## src/strided_view_address_generator_top_macros.svh

```systemverilog
// Assertion macros for the strided view address generator.
// No dependencies; included by modules that carry assertions.
`ifndef STRIDED_VIEW_ADDRESS_GENERATOR_TOP_MACROS_SVH
`define STRIDED_VIEW_ADDRESS_GENERATOR_TOP_MACROS_SVH

// Same-cycle implication, disabled during reset
`define SVAG_ASSERT_NOW(label, clk, rst, ante, cons) \
  label: assert property (@(posedge clk) disable iff (rst) (ante) |-> (cons)) \
    else $error("svag assertion failed: same-cycle check");

// Next-cycle implication, disabled during reset
`define SVAG_ASSERT_NEXT(label, clk, rst, ante, cons) \
  label: assert property (@(posedge clk) disable iff (rst) (ante) |=> (cons)) \
    else $error("svag assertion failed: next-cycle check");

`endif

```

## src/svag_pkg.sv

```systemverilog
// Package for the strided view address generator: widths, register codes
// and field helpers. No dependencies.
`timescale 1ns / 1ps

package svag_pkg;

  localparam int MAX_DIMS   = 4;
  localparam int DIM_BITS   = 2;   // index into the per-dimension arrays
  localparam int INDEX_BITS = 32;
  localparam int POS_BITS   = 48;
  localparam int CNT_BITS   = 16;
  localparam int OUT_BITS   = 32;
  localparam int CFG_BITS   = 64;
  localparam int CFG_IDX_BITS = 3;
  localparam int PROD_BITS  = 33;  // 17-bit signed times 16-bit signed

  typedef enum logic [CFG_IDX_BITS-1:0] {
    REG_NUM_DIMS    = 3'd0,
    REG_BASE_OFFSET = 3'd1,
    REG_DIM_EXTENTS = 3'd2,
    REG_DIM_STRIDES = 3'd3
  } cfg_reg_t;

  typedef logic [POS_BITS-1:0] pos_t;
  typedef logic [CNT_BITS-1:0] cnt_t;

  // Extent of one slot; zero is treated as one
  function automatic cnt_t extent_of(input logic [CFG_BITS-1:0] exts,
                                     input logic [DIM_BITS-1:0] slot);
    cnt_t e;
    e = exts[CNT_BITS*slot +: CNT_BITS];
    return (e == '0) ? cnt_t'(1) : e;
  endfunction

  // Raw 16-bit stride of one slot
  function automatic cnt_t stride_of(input logic [CFG_BITS-1:0] strs,
                                     input logic [DIM_BITS-1:0] slot);
    return strs[CNT_BITS*slot +: CNT_BITS];
  endfunction

  // Stride sign-extended to position width
  function automatic pos_t stride_ext(input cnt_t s);
    return {{(POS_BITS-CNT_BITS){s[CNT_BITS-1]}}, s};
  endfunction

endpackage

```

## src/svag_if.sv

```systemverilog
// Handshake interfaces for the request and result channels.
// Depends on svag_pkg for field widths.
`timescale 1ns / 1ps

interface svag_req_if import svag_pkg::*; ();
  logic valid;
  logic ready;
  logic restart;

  modport source (output valid, output restart, input ready);
  modport sink (input valid, input restart, output ready);
endinterface

interface svag_rsp_if import svag_pkg::*; ();
  logic                valid;
  logic                ready;
  logic [OUT_BITS-1:0] src_index;
  logic [OUT_BITS-1:0] dst_index;
  logic                out_of_range;
  logic                last;

  modport source (output valid, output src_index, output dst_index,
                  output out_of_range, output last, input ready);
  modport sink (input valid, input src_index, input dst_index,
                input out_of_range, input last, output ready);
endinterface

```

## src/strided_view_address_generator_top.sv

```systemverilog
// A request accepted in an active or restarted walk has its result registered in the next cycle.
// Throughput: one request per cycle while results are taken; a waiting result stalls requests.
// Each configuration write starts a recompute of the per-dimension
// step table through one shared multiplier; requests stall during it.
// Reset (synchronous, active high) clears registers, walk state and table.
// Depends on svag_pkg, svag_if and the macros header.
`timescale 1ns / 1ps
`include "strided_view_address_generator_top_macros.svh"

module strided_view_address_generator_top import svag_pkg::*; (
  input  logic                    clk,
  input  logic                    rst,
  input  logic                    cfg_we,
  input  logic [CFG_IDX_BITS-1:0] cfg_index,
  input  logic [CFG_BITS-1:0]     cfg_data,
  svag_req_if.sink                req,
  svag_rsp_if.source              rsp
);

  // Configuration registers
  logic [2:0]          num_dims;
  logic [31:0]         base_offset;
  logic [CFG_BITS-1:0] dim_extents;
  logic [CFG_BITS-1:0] dim_strides;

  // Step table: position delta when slot k advances and slots below wrap
  pos_t                      delta [MAX_DIMS];
  logic                      busy;
  logic [2:0]                phase;
  pos_t                      acc;
  logic signed [PROD_BITS-1:0] prod;

  // Walk state
  cnt_t                dim_counters [MAX_DIMS];
  pos_t                source_position;
  logic [OUT_BITS-1:0] emitted_count;
  logic                walk_active;

  // Result register
  logic                rsp_valid;

  always_ff @(posedge clk) begin
    if (rst) begin
      num_dims    <= '0;
      base_offset <= '0;
      dim_extents <= '0;
      dim_strides <= '0;
    end else if (cfg_we) begin
      case (cfg_index)
        REG_NUM_DIMS:    num_dims    <= cfg_data[2:0];
        REG_BASE_OFFSET: base_offset <= cfg_data[31:0];
        REG_DIM_EXTENTS: dim_extents <= cfg_data;
        REG_DIM_STRIDES: dim_strides <= cfg_data;
        default: ;
      endcase
    end
  end

  // Shared multiplier: (1 - extent) * stride for the slot being processed
  logic [DIM_BITS-1:0]          mul_slot;
  logic [DIM_BITS-1:0]          dly_slot;
  logic [2:0]                   dly_phase;
  logic signed [CNT_BITS:0]     ext_m1;
  logic signed [CNT_BITS-1:0]   mul_str;
  logic signed [PROD_BITS-1:0]  mul_out;

  assign mul_slot  = phase[DIM_BITS-1:0];
  assign dly_phase = phase - 3'd1;
  assign dly_slot  = dly_phase[DIM_BITS-1:0];
  assign ext_m1    = signed'(17'd1 - {1'b0, extent_of(dim_extents, mul_slot)});
  assign mul_str   = signed'(stride_of(dim_strides, mul_slot));
  assign mul_out   = PROD_BITS'(ext_m1) * PROD_BITS'(mul_str);

  // Table recompute sequencer, restarted by every configuration write
  always_ff @(posedge clk) begin
    if (rst) begin
      busy  <= 1'b0;
      phase <= '0;
      for (int i = 0; i < MAX_DIMS; i++) delta[i] <= '0;
    end else if (cfg_we) begin
      busy  <= 1'b1;
      phase <= '0;
    end else if (busy) begin
      if (phase == 3'd0) begin
        acc  <= '0;
        prod <= mul_out;
      end else begin
        delta[dly_slot] <= stride_ext(stride_of(dim_strides, dly_slot)) + acc;
        acc  <= acc + POS_BITS'(prod);
        prod <= mul_out;
      end
      phase <= phase + 3'd1;
      if (phase == 3'(MAX_DIMS)) busy <= 1'b0;
    end
  end

  // Request handling
  logic                req_acc;
  logic [2:0]          used_dims;
  cnt_t                cur_cnt [MAX_DIMS];
  cnt_t                cnt_next [MAX_DIMS];
  pos_t                cur_pos;
  pos_t                pos_next;
  pos_t                step_delta;
  logic [OUT_BITS-1:0] cur_count;
  logic                cur_active;
  logic                is_last;
  logic                found;
  logic                produce;

  assign req.ready  = !busy && (!rsp_valid || rsp.ready);
  assign req_acc    = req.valid && req.ready;
  assign used_dims  = (num_dims > 3'(MAX_DIMS)) ? 3'(MAX_DIMS) : num_dims;
  assign cur_pos    = req.restart ? POS_BITS'(base_offset) : source_position;
  assign cur_count  = req.restart ? '0 : emitted_count;
  assign cur_active = req.restart || walk_active;
  assign produce    = req_acc && cur_active;

  // Carry chain: lowest slot that can still count up advances, those below wrap
  always_comb begin
    found      = 1'b0;
    step_delta = '0;
    for (int s = 0; s < MAX_DIMS; s++) begin
      cur_cnt[s]  = req.restart ? '0 : dim_counters[s];
      cnt_next[s] = cur_cnt[s];
      if (!found && (3'(s) < used_dims)) begin
        if (({1'b0, cur_cnt[s]} + 17'd1) <
            {1'b0, extent_of(dim_extents, DIM_BITS'(s))}) begin
          found       = 1'b1;
          cnt_next[s] = cur_cnt[s] + cnt_t'(1);
          step_delta  = delta[s];
        end else begin
          cnt_next[s] = '0;
        end
      end
    end
    is_last  = !found;
    pos_next = cur_pos + step_delta;
  end

  // Walk state update
  always_ff @(posedge clk) begin
    if (rst) begin
      walk_active     <= 1'b0;
      source_position <= '0;
      emitted_count   <= '0;
      for (int i = 0; i < MAX_DIMS; i++) dim_counters[i] <= '0;
    end else if (produce) begin
      if (is_last) begin
        walk_active     <= 1'b0;
        source_position <= cur_pos;
        emitted_count   <= cur_count;
        for (int i = 0; i < MAX_DIMS; i++) dim_counters[i] <= cur_cnt[i];
      end else begin
        walk_active     <= 1'b1;
        source_position <= pos_next;
        emitted_count   <= cur_count + 32'd1;
        for (int i = 0; i < MAX_DIMS; i++) dim_counters[i] <= cnt_next[i];
      end
    end
  end

  // Result register
  always_ff @(posedge clk) begin
    if (rst) begin
      rsp_valid <= 1'b0;
    end else if (produce) begin
      rsp_valid <= 1'b1;
    end else if (rsp.ready) begin
      rsp_valid <= 1'b0;
    end
  end

  always_ff @(posedge clk) begin
    if (produce) begin
      rsp.src_index    <= cur_pos[INDEX_BITS-1:0];
      rsp.dst_index    <= cur_count;
      rsp.out_of_range <= |cur_pos[POS_BITS-1:INDEX_BITS];
      rsp.last         <= is_last;
    end
  end

  assign rsp.valid = rsp_valid;

  // Checks
  `SVAG_ASSERT_NOW(a_busy_stalls, clk, rst, busy, !req.ready)
  `SVAG_ASSERT_NEXT(a_cfg_starts_recompute, clk, rst, cfg_we, busy)
  `SVAG_ASSERT_NEXT(a_restart_first_elem, clk, rst, req_acc && req.restart,
                    rsp_valid && (rsp.dst_index == '0))
  `SVAG_ASSERT_NEXT(a_last_ends_walk, clk, rst, produce && is_last, !walk_active)

endmodule
```

## src/flat_wrapper.sv

```systemverilog
// flat-port wrapper written by rule: the top's interface ports become plain ports
module strided_view_address_generator_top_flat import svag_pkg::*;
  (clk, rst, cfg_we, cfg_index, cfg_data, req_valid, req_restart, req_ready, rsp_valid, rsp_src_index, rsp_dst_index, rsp_out_of_range, rsp_last, rsp_ready);
  svag_req_if req_i ();
  svag_rsp_if rsp_i ();
  input  logic clk;
  input  logic rst;
  input  logic cfg_we;
  input  logic [CFG_IDX_BITS-1:0] cfg_index;
  input  logic [CFG_BITS-1:0] cfg_data;
  input wire logic [$bits(req_i.valid)-1:0] req_valid;
  input wire logic [$bits(req_i.restart)-1:0] req_restart;
  output wire logic [$bits(req_i.ready)-1:0] req_ready;
  output wire logic [$bits(rsp_i.valid)-1:0] rsp_valid;
  output wire logic [$bits(rsp_i.src_index)-1:0] rsp_src_index;
  output wire logic [$bits(rsp_i.dst_index)-1:0] rsp_dst_index;
  output wire logic [$bits(rsp_i.out_of_range)-1:0] rsp_out_of_range;
  output wire logic [$bits(rsp_i.last)-1:0] rsp_last;
  input wire logic [$bits(rsp_i.ready)-1:0] rsp_ready;
  assign req_i.valid = req_valid;
  assign req_i.restart = req_restart;
  assign req_ready = req_i.ready;
  assign rsp_valid = rsp_i.valid;
  assign rsp_src_index = rsp_i.src_index;
  assign rsp_dst_index = rsp_i.dst_index;
  assign rsp_out_of_range = rsp_i.out_of_range;
  assign rsp_last = rsp_i.last;
  assign rsp_i.ready = rsp_ready;
  strided_view_address_generator_top u_core (.clk(clk), .rst(rst), .cfg_we(cfg_we), .cfg_index(cfg_index), .cfg_data(cfg_data), .req(req_i), .rsp(rsp_i));
endmodule
```

## config.mk

```make
export PLATFORM = sky130hd
export DESIGN_NAME = strided_view_address_generator_top_flat
export DESIGN_NICKNAME = d
export VERILOG_FILES = /design/src/svag_pkg.sv /design/src/svag_if.sv /design/src/strided_view_address_generator_top.sv /design/src/flat_wrapper.sv
export VERILOG_INCLUDE_DIRS = /design/src /design/src/src
export SDC_FILE = /design/constraint.sdc
export NUM_CORES = 2
export LEC_CHECK = 0
export BUFFER_PORTS_ARGS = -buffer_cell sky130_fd_sc_hd__buf_2
export CORE_MARGIN = 5
export CORE_UTILIZATION = 60
export DETAILED_ROUTE_END_ITERATION = 12
export HOLD_SLACK_MARGIN = 0.05
export PLACE_DENSITY = 0.77
export SETUP_SLACK_MARGIN = 0.05
export SYNTH_ARGS = -nofsm -noshare
export SYNTH_HDL_FRONTEND = slang
export SYNTH_SLANG_ARGS = --single-unit
export TNS_END_PERCENT = 10
```

## constraint.sdc

```tcl
create_clock -name clk -period 26.5 [get_ports clk]
set_input_delay 0 -clock clk [delete_from_list [all_inputs] [get_ports clk]]
set_output_delay 0 -clock clk [all_outputs]
set_load 0.01 [all_outputs]
```

=== Word-level counts from Yosys, hierarchy flattened ===
Memory sizes are Yosys's and may differ from the RTL's.
Index checks and enable logic that the tools add are counted.

* Order comparisons: 9
* Bitwise operators: 10
* Reductions and logical operators: 30
* Add/subtract/negate cells: 15
* Multiplexer cells: 69
* Multiply operators: 1
* Eq/ne operators: 4
* Shift operators: 3

{| class="wikitable"
|+ Operators with widths
! operator !! count
|-
| $mux 48 || 11
|-
| $mux 16 || 25
|-
| $shiftx 64x7->16 || 3
|-
| $add 48x48->48 || 3
|-
| $logic_not 16->1 || 5
|-
| $add 16x1->17 const B || 4
|-
| $lt 17x16->1 || 4
|-
| $add 16x1->16 const B || 4
|-
| $mux 32 || 2
|-
| $reduce_or 48->1 || 1
|-
| $mul 17x16->33 || 1
|-
| $add 32x1->32 const B || 1
|-
| $mux 1 || 29
|-
| $sub 1x16->17 const A || 1
|-
| $reduce_or 16->1 || 1
|-
| $or 1x1->1 || 8
|-
| $reduce_and 2->1 || 4
|-
| $eq 3x2->1 const B || 2
|-
| $logic_and 1x1->1 || 6
|-
| $logic_not 1->1 || 6
|-
| $logic_not 3->1 || 2
|-
| $lt 1x3->1 const A || 2
|-
| $lt 2x3->1 const A || 2
|-
| $add 3x1->3 const B || 1
|-
| 11 further kinds || 13
|}

* Memories: 2
* Flip-flop bits (word level): 396
* Output and inout port bits: 68
* Bits of input ports: 73
* Memory bits (writable): 256

{| class="wikitable"
|+ Memory list
! memory !! words !! width !! read ports !! clocked after memory_dff !! write ports !! RTL line !! text
|-
| u_core.delta || 4 || 48 || 4 || 0 || 4 || strided_view_address_generator_top.sv:27 || <nowiki>pos_t delta [MAX_DIMS];</nowiki>
|-
| u_core.dim_counters || 4 || 16 || 4 || 0 || 4 || strided_view_address_generator_top.sv:34 || <nowiki>cnt_t dim_counters [MAX_DIMS];</nowiki>
|}

=== Logic depth before layout (Yosys ltp) ===
* Word-level depth: 20
* Gate-level depth with buffers: 40
* Gate-level depth less buffers: 32

=== Least setup slack after synthesis ===
No wires, ideal clock.

* Path kind: flip-flop to flip-flop
* Start: reg u_core.busy
* End: mem u_core.delta[2][0] (netlist bit) (enable)
* Stages on the path, launching flop included: 8
* Period minus slack after synthesis: 9.278 ns
* Library setup time: 0.407 ns
* Arrival time: 8.872 ns
* Path slack: 17.222 ns
* Cells stage by stage: dfxtp_1 clkbuf_1 nor3b_1 nand2_1 or3_1 clkbuf_1 clkbuf_1 nand2_1

{| class="wikitable"
|+ RTL lines
! item !! RTL line !! text
|-
| start: declaration || strided_view_address_generator_top.sv:28 || <nowiki>logic busy;</nowiki>
|-
| start signal: assignment || strided_view_address_generator_top.sv:77 || <nowiki>busy <= 1'b0;</nowiki>
|-
| start signal: assignment || strided_view_address_generator_top.sv:81 || <nowiki>busy <= 1'b1;</nowiki>
|-
| start signal: assignment || strided_view_address_generator_top.sv:93 || <nowiki>if (phase == 3'(MAX_DIMS)) busy <= 1'b0;</nowiki>
|-
| end: declaration || strided_view_address_generator_top.sv:27 ||
|}

=== Final worst setup path ===
* Start: reg u_core.phase[0]
* End: reg u_core.prod[30] (data pin)

* Longest elaborated chain between the ends: 5
* Elaborated cells between the ends (all ways): 6
* Those cells by class: add/sub: 1; mul: 1; shift: 2; mux: 1; reduce/logical: 1

{| class="wikitable"
|+ Ends and longest elaborated chain
! item !! RTL line !! text
|-
| start: declaration || strided_view_address_generator_top.sv:29 || <nowiki>logic [2:0] phase;</nowiki>
|-
| start signal: assignment || strided_view_address_generator_top.sv:92 || <nowiki>phase <= phase + 3'd1;</nowiki>
|-
| $shiftx 64x7->16 || svag_pkg.sv:31 || <nowiki>e = exts[CNT_BITS*slot +: CNT_BITS];</nowiki>
|-
| $logic_not 16->1 || svag_pkg.sv:32 || <nowiki>return (e == '0) ? cnt_t'(1) : e;</nowiki>
|-
| $mux 16 || svag_pkg.sv:32 ||
|-
| $sub 1x16->17 || strided_view_address_generator_top.sv:70 || <nowiki>assign ext_m1 = signed'(17'd1 - {1'b0, extent_of(dim_extents, mul_slot)});</nowiki>
|-
| $mul 17x16->33 * || strided_view_address_generator_top.sv:72 || <nowiki>assign mul_out = PROD_BITS'(ext_m1) * PROD_BITS'(mul_str);</nowiki>
|-
| net u_core.mul_out[30] || strided_view_address_generator_top.sv:65 || <nowiki>logic signed [PROD_BITS-1:0] mul_out;</nowiki>
|-
| end signal: assignment || strided_view_address_generator_top.sv:86 || <nowiki>prod <= mul_out;</nowiki>
|-
| end signal: assignment || strided_view_address_generator_top.sv:90 || <nowiki>prod <= mul_out;</nowiki>
|-
| end: declaration || strided_view_address_generator_top.sv:31 || <nowiki>logic signed [PROD_BITS-1:0] prod;</nowiki>
|}

The timed path passes the listed nets; every way through them passes the cells marked *.
A chain may end at the register's enable or synchronous reset.

==> summary.md <==
| Metric | Value |
|---|---|
| Share of the synthesized area in the top cell type | `25.1%` |
| FF+latch count, synth | `652` |
| Via count | `40000` |
| Clk_skew | `40.9 ps` |
| Status | `completed` |
| DRC viols | `0` |
| Starting Density | `60.2%` |
| First-pass GRT wire length | `216000 um` |
| Largest cells by area after synthesis | `edfxtp_1, fa_1, dfxtp_1, ha_1, nand2_1` |
| Final non-filler cell total | `6472` |
| Pwr Density | `50.4 nW/um^2` |
| Max Slew Vio Count | `0` |
| Fillcell total | `6305` |
| Die height | `294 um` |
| HP Class | `in2reg` |
| Async set-reset flop share out of synthesis | `0%` |
| Placed insts | `6266` |
| Vias in the first global route | `39100` |
| CP endpoint kind | `register` |
| Die X | `294 um` |
| Routability congestion estimate | `1.04` |
| Post-Syn Area per Cell | `9.17 sq um` |
| Most common cell after layout, fill and taps aside | `nand2_1` |
| Max-cap violations | `0` |
| Slew @ Worst Pin | `1280 ps` |
| Yosys cell types | `94` |
| Max-Slew Margin vs Limit | `13.9%` |
| Clk sinks | `652` |
| Post-Synthesis Cell Area | `48200 sq um` |
| Depth of the most critical reg-to-reg path | `30` |
| Setup TNS | `0 ps` |
| Data required time of the worst path | `26850 ps` |
| Total gr overflow | `0` |
| Most frequent cells in the layout | `nand2_1, nor2_1, inv_1` |
| H-Tree Depth | `3` |
| Crit path max fanout | `57` |
| Leak Pwr | `0.0223 uW` |
| Slowest CP cell | `nor3b_1` |
| Unrepaired setup endpoints after global routing | `false` |
| WL per Instance | `21.3 um` |
| Min cycle time layout | `10060 ps` |
| Final setup viols | `0` |
| Final WL | `138000 um` |
| Clk_lat worst skew | `640 ps` |
| CORE AREA | `80200 sq um` |
| TritonCTS clock tree | `yes` |
| FMAX | `0.0994 GHz` |
| Final nets | `5997` |
| CTS Buf Count | `72` |
| 1st-pass router iterations | `8` |
| Final Cycle Share | `38.0%` |
| VDD IR-drop max | `39.0 uV` |
| WHS Path Cells | `4` |
| Detailed Place HPWL | `101000 um` |
| Largest net degree at the start of global routing | `87` |
| Hold-fix buffers at CTS | `72` |
| Layout cells sized above 1 | `8.00%` |
| Post-synth EDFFs | `403` |
| Area leader, netlist | `edfxtp_1` |
| Setup Buffers After CTS | `0` |
| Hold Vio Cnt, Final | `0` |
| IO Pins | `141` |
| Crit path launch type | `register` |
| Clk buf depth | `3` |
| Global Route Usage Sum | `31.4%` |
| Reg clk slew, reported paths | `60 ps` |
| First-iteration detailed-routing DRC count | `4332` |
| Arrival time worst endpoint | `10410 ps` |
| CP peak stage delay | `800 ps` |
| ANT nets after route | `0` |
| Root buf cell | `clkbuf_16` |
| Post-synth net total | `5907` |
| Ys flop type | `edfxtp_1` |
| WS Path Type | `reg2reg` |
| Port bufs | `140` |
| Initial antenna violation count | `2` |
| Resize count post-CTS | `0` |
| Area growth from synthesis to layout | `9.40%` |
| Die area | `86200 sq um` |
| Row count | `104` |
| Sequential share of the synthesized area | `35.4%` |
| Via-per-instance ratio | `6.18` |
| Gate Count Post-Synth | `5262` |
| Warning count from the yosys run | `0` |
==> per-layer routing <==
| metal | vias up | track usage (%) | part of all wire, % |
|---|---|---|---|
| met5 | - | 0 | 0.0087 |
| met4 | 2 | 14.4 | 5.3 |
| met3 | 411 | 6.14 | 11 |
| met2 | 2216 | 50.0 | 45 |
| met1 | 19100 | 41.9 | 38 |
| li1 | 18300 | - | - |
==> worst paths after layout <==
kind / startpoint / end / slack [ps]
worst max-delay path: u_core.phase[0] / u_core.prod[30] / 16440
worst max register to register: u_core.phase[0] / u_core.prod[30] / 16440
worst min-delay path: cfg_data[40] / u_core.dim_extents[40] / 200
worst min register to register: u_core.source_position[2] / u_core.source_position[2] / 450
==> state kept, by name, indices dropped and copies added (netlist names), 32 cells and up <==
signal and flops:
u_core.dim_extents 64, u_core.acc 48, u_core.base_offset 32, u_core.delta 192
u_core.dim_strides 64, u_core.dim_counters 64, u_core.rsp.src_index 32, u_core.source_position 48
u_core.emitted_count 32, u_core.prod 33, u_core.rsp.dst_index 32
==> metrics by stage <==
step / area [sq um] / util, % / setup slack (ps) / power, uW / hold slack (ps)
after floorplan: 48200 / - / 17220 / 1520 / 136
after global placement: 49700 / 62.0 / 16970 / 1660 / 253
after detailed placement: 49700 / 62.0 / 16620 / 1680 / 260
after CTS: 52800 / 65.8 / 16590 / 2660 / 163
after global routing: 52800 / 65.8 / 15850 / 2760 / 196
final: 52800 / 65.8 / 16440 / 2660 / 195
==> cells by family after synthesis <==
| kind of cell | count (synthesis) | share of synthesized area [%] |
|---|---|---|
| AO/OA/AOI/OAI | 985 | 13.2 |
| XOR/XNOR | 271 | 4.92 |
| adder cells (fa/ha/maj) | 572 | 19.2 |
| buffers and inverters | 701 | 5.56 |
| flip-flops | 652 | 35.4 |
| multiplexers | 100 | 3.21 |
| AND/OR/NAND/NOR | 1981 | 18.5 |
==> critical path, delay by kind of cell, from the launching register on <==
family | cells | cell delay (ps)
DFF | 1 | 330
adders and majority gates | 8 | 3700
buffers and inverters | 7 | 1140
AOI/OAI and AO/OA | 7 | 1920
xor gates and xnor gates | 2 | 810
and+or+nand+nor | 6 | 1850
==> where the power goes <==
group	leakage (uW)	switching, uW	internal (uW)	total [uW]
combinational	0.0151	337	192	530
clock	0.00114	436	552	988
sequential	0.00606	24.7	1120	1140
==> cell type report <==
class                           instances  area, sq um  share of cell area [%]
Clock inverter                         38          300                   0.569
Sequential cell                       652        17100                    32.4
Multi-Input combinational cell       3909        28500                    54.1
Timing Repair Buffer                  259         1780                    3.38
Antenna cell                            1         2.50                 0.00474
Clock buffer                           95         2010                    3.80
Inverter                              458         1720                    3.26
Tap cell                             1060         1330                    2.51
==> synthesized netlist by cell type, drive strengths merged (17+ instances only) <==
cell type	count
mux4	40
nor3	77
a222oi	47
ha	293
o21a	29
xnor2	158
a31oi	31
edfxtp	403
mux2i	22
a21o	113
nor3b	18
nand2	816
nor4	26
nor2	526
nand4	55
a22o	17
a211oi	38
and2	58
o21ai	157
a21oi	380
dfxtp	249
o211ai	22
nor2b	113
xor2	113
clkbuf	192
o21bai	24
buf	51
o31ai	17
fa	279
inv	458
mux2	38
nand2b	42
and3	65
nand3	117
Note: power is estimated with default switching activity, not from simulation.
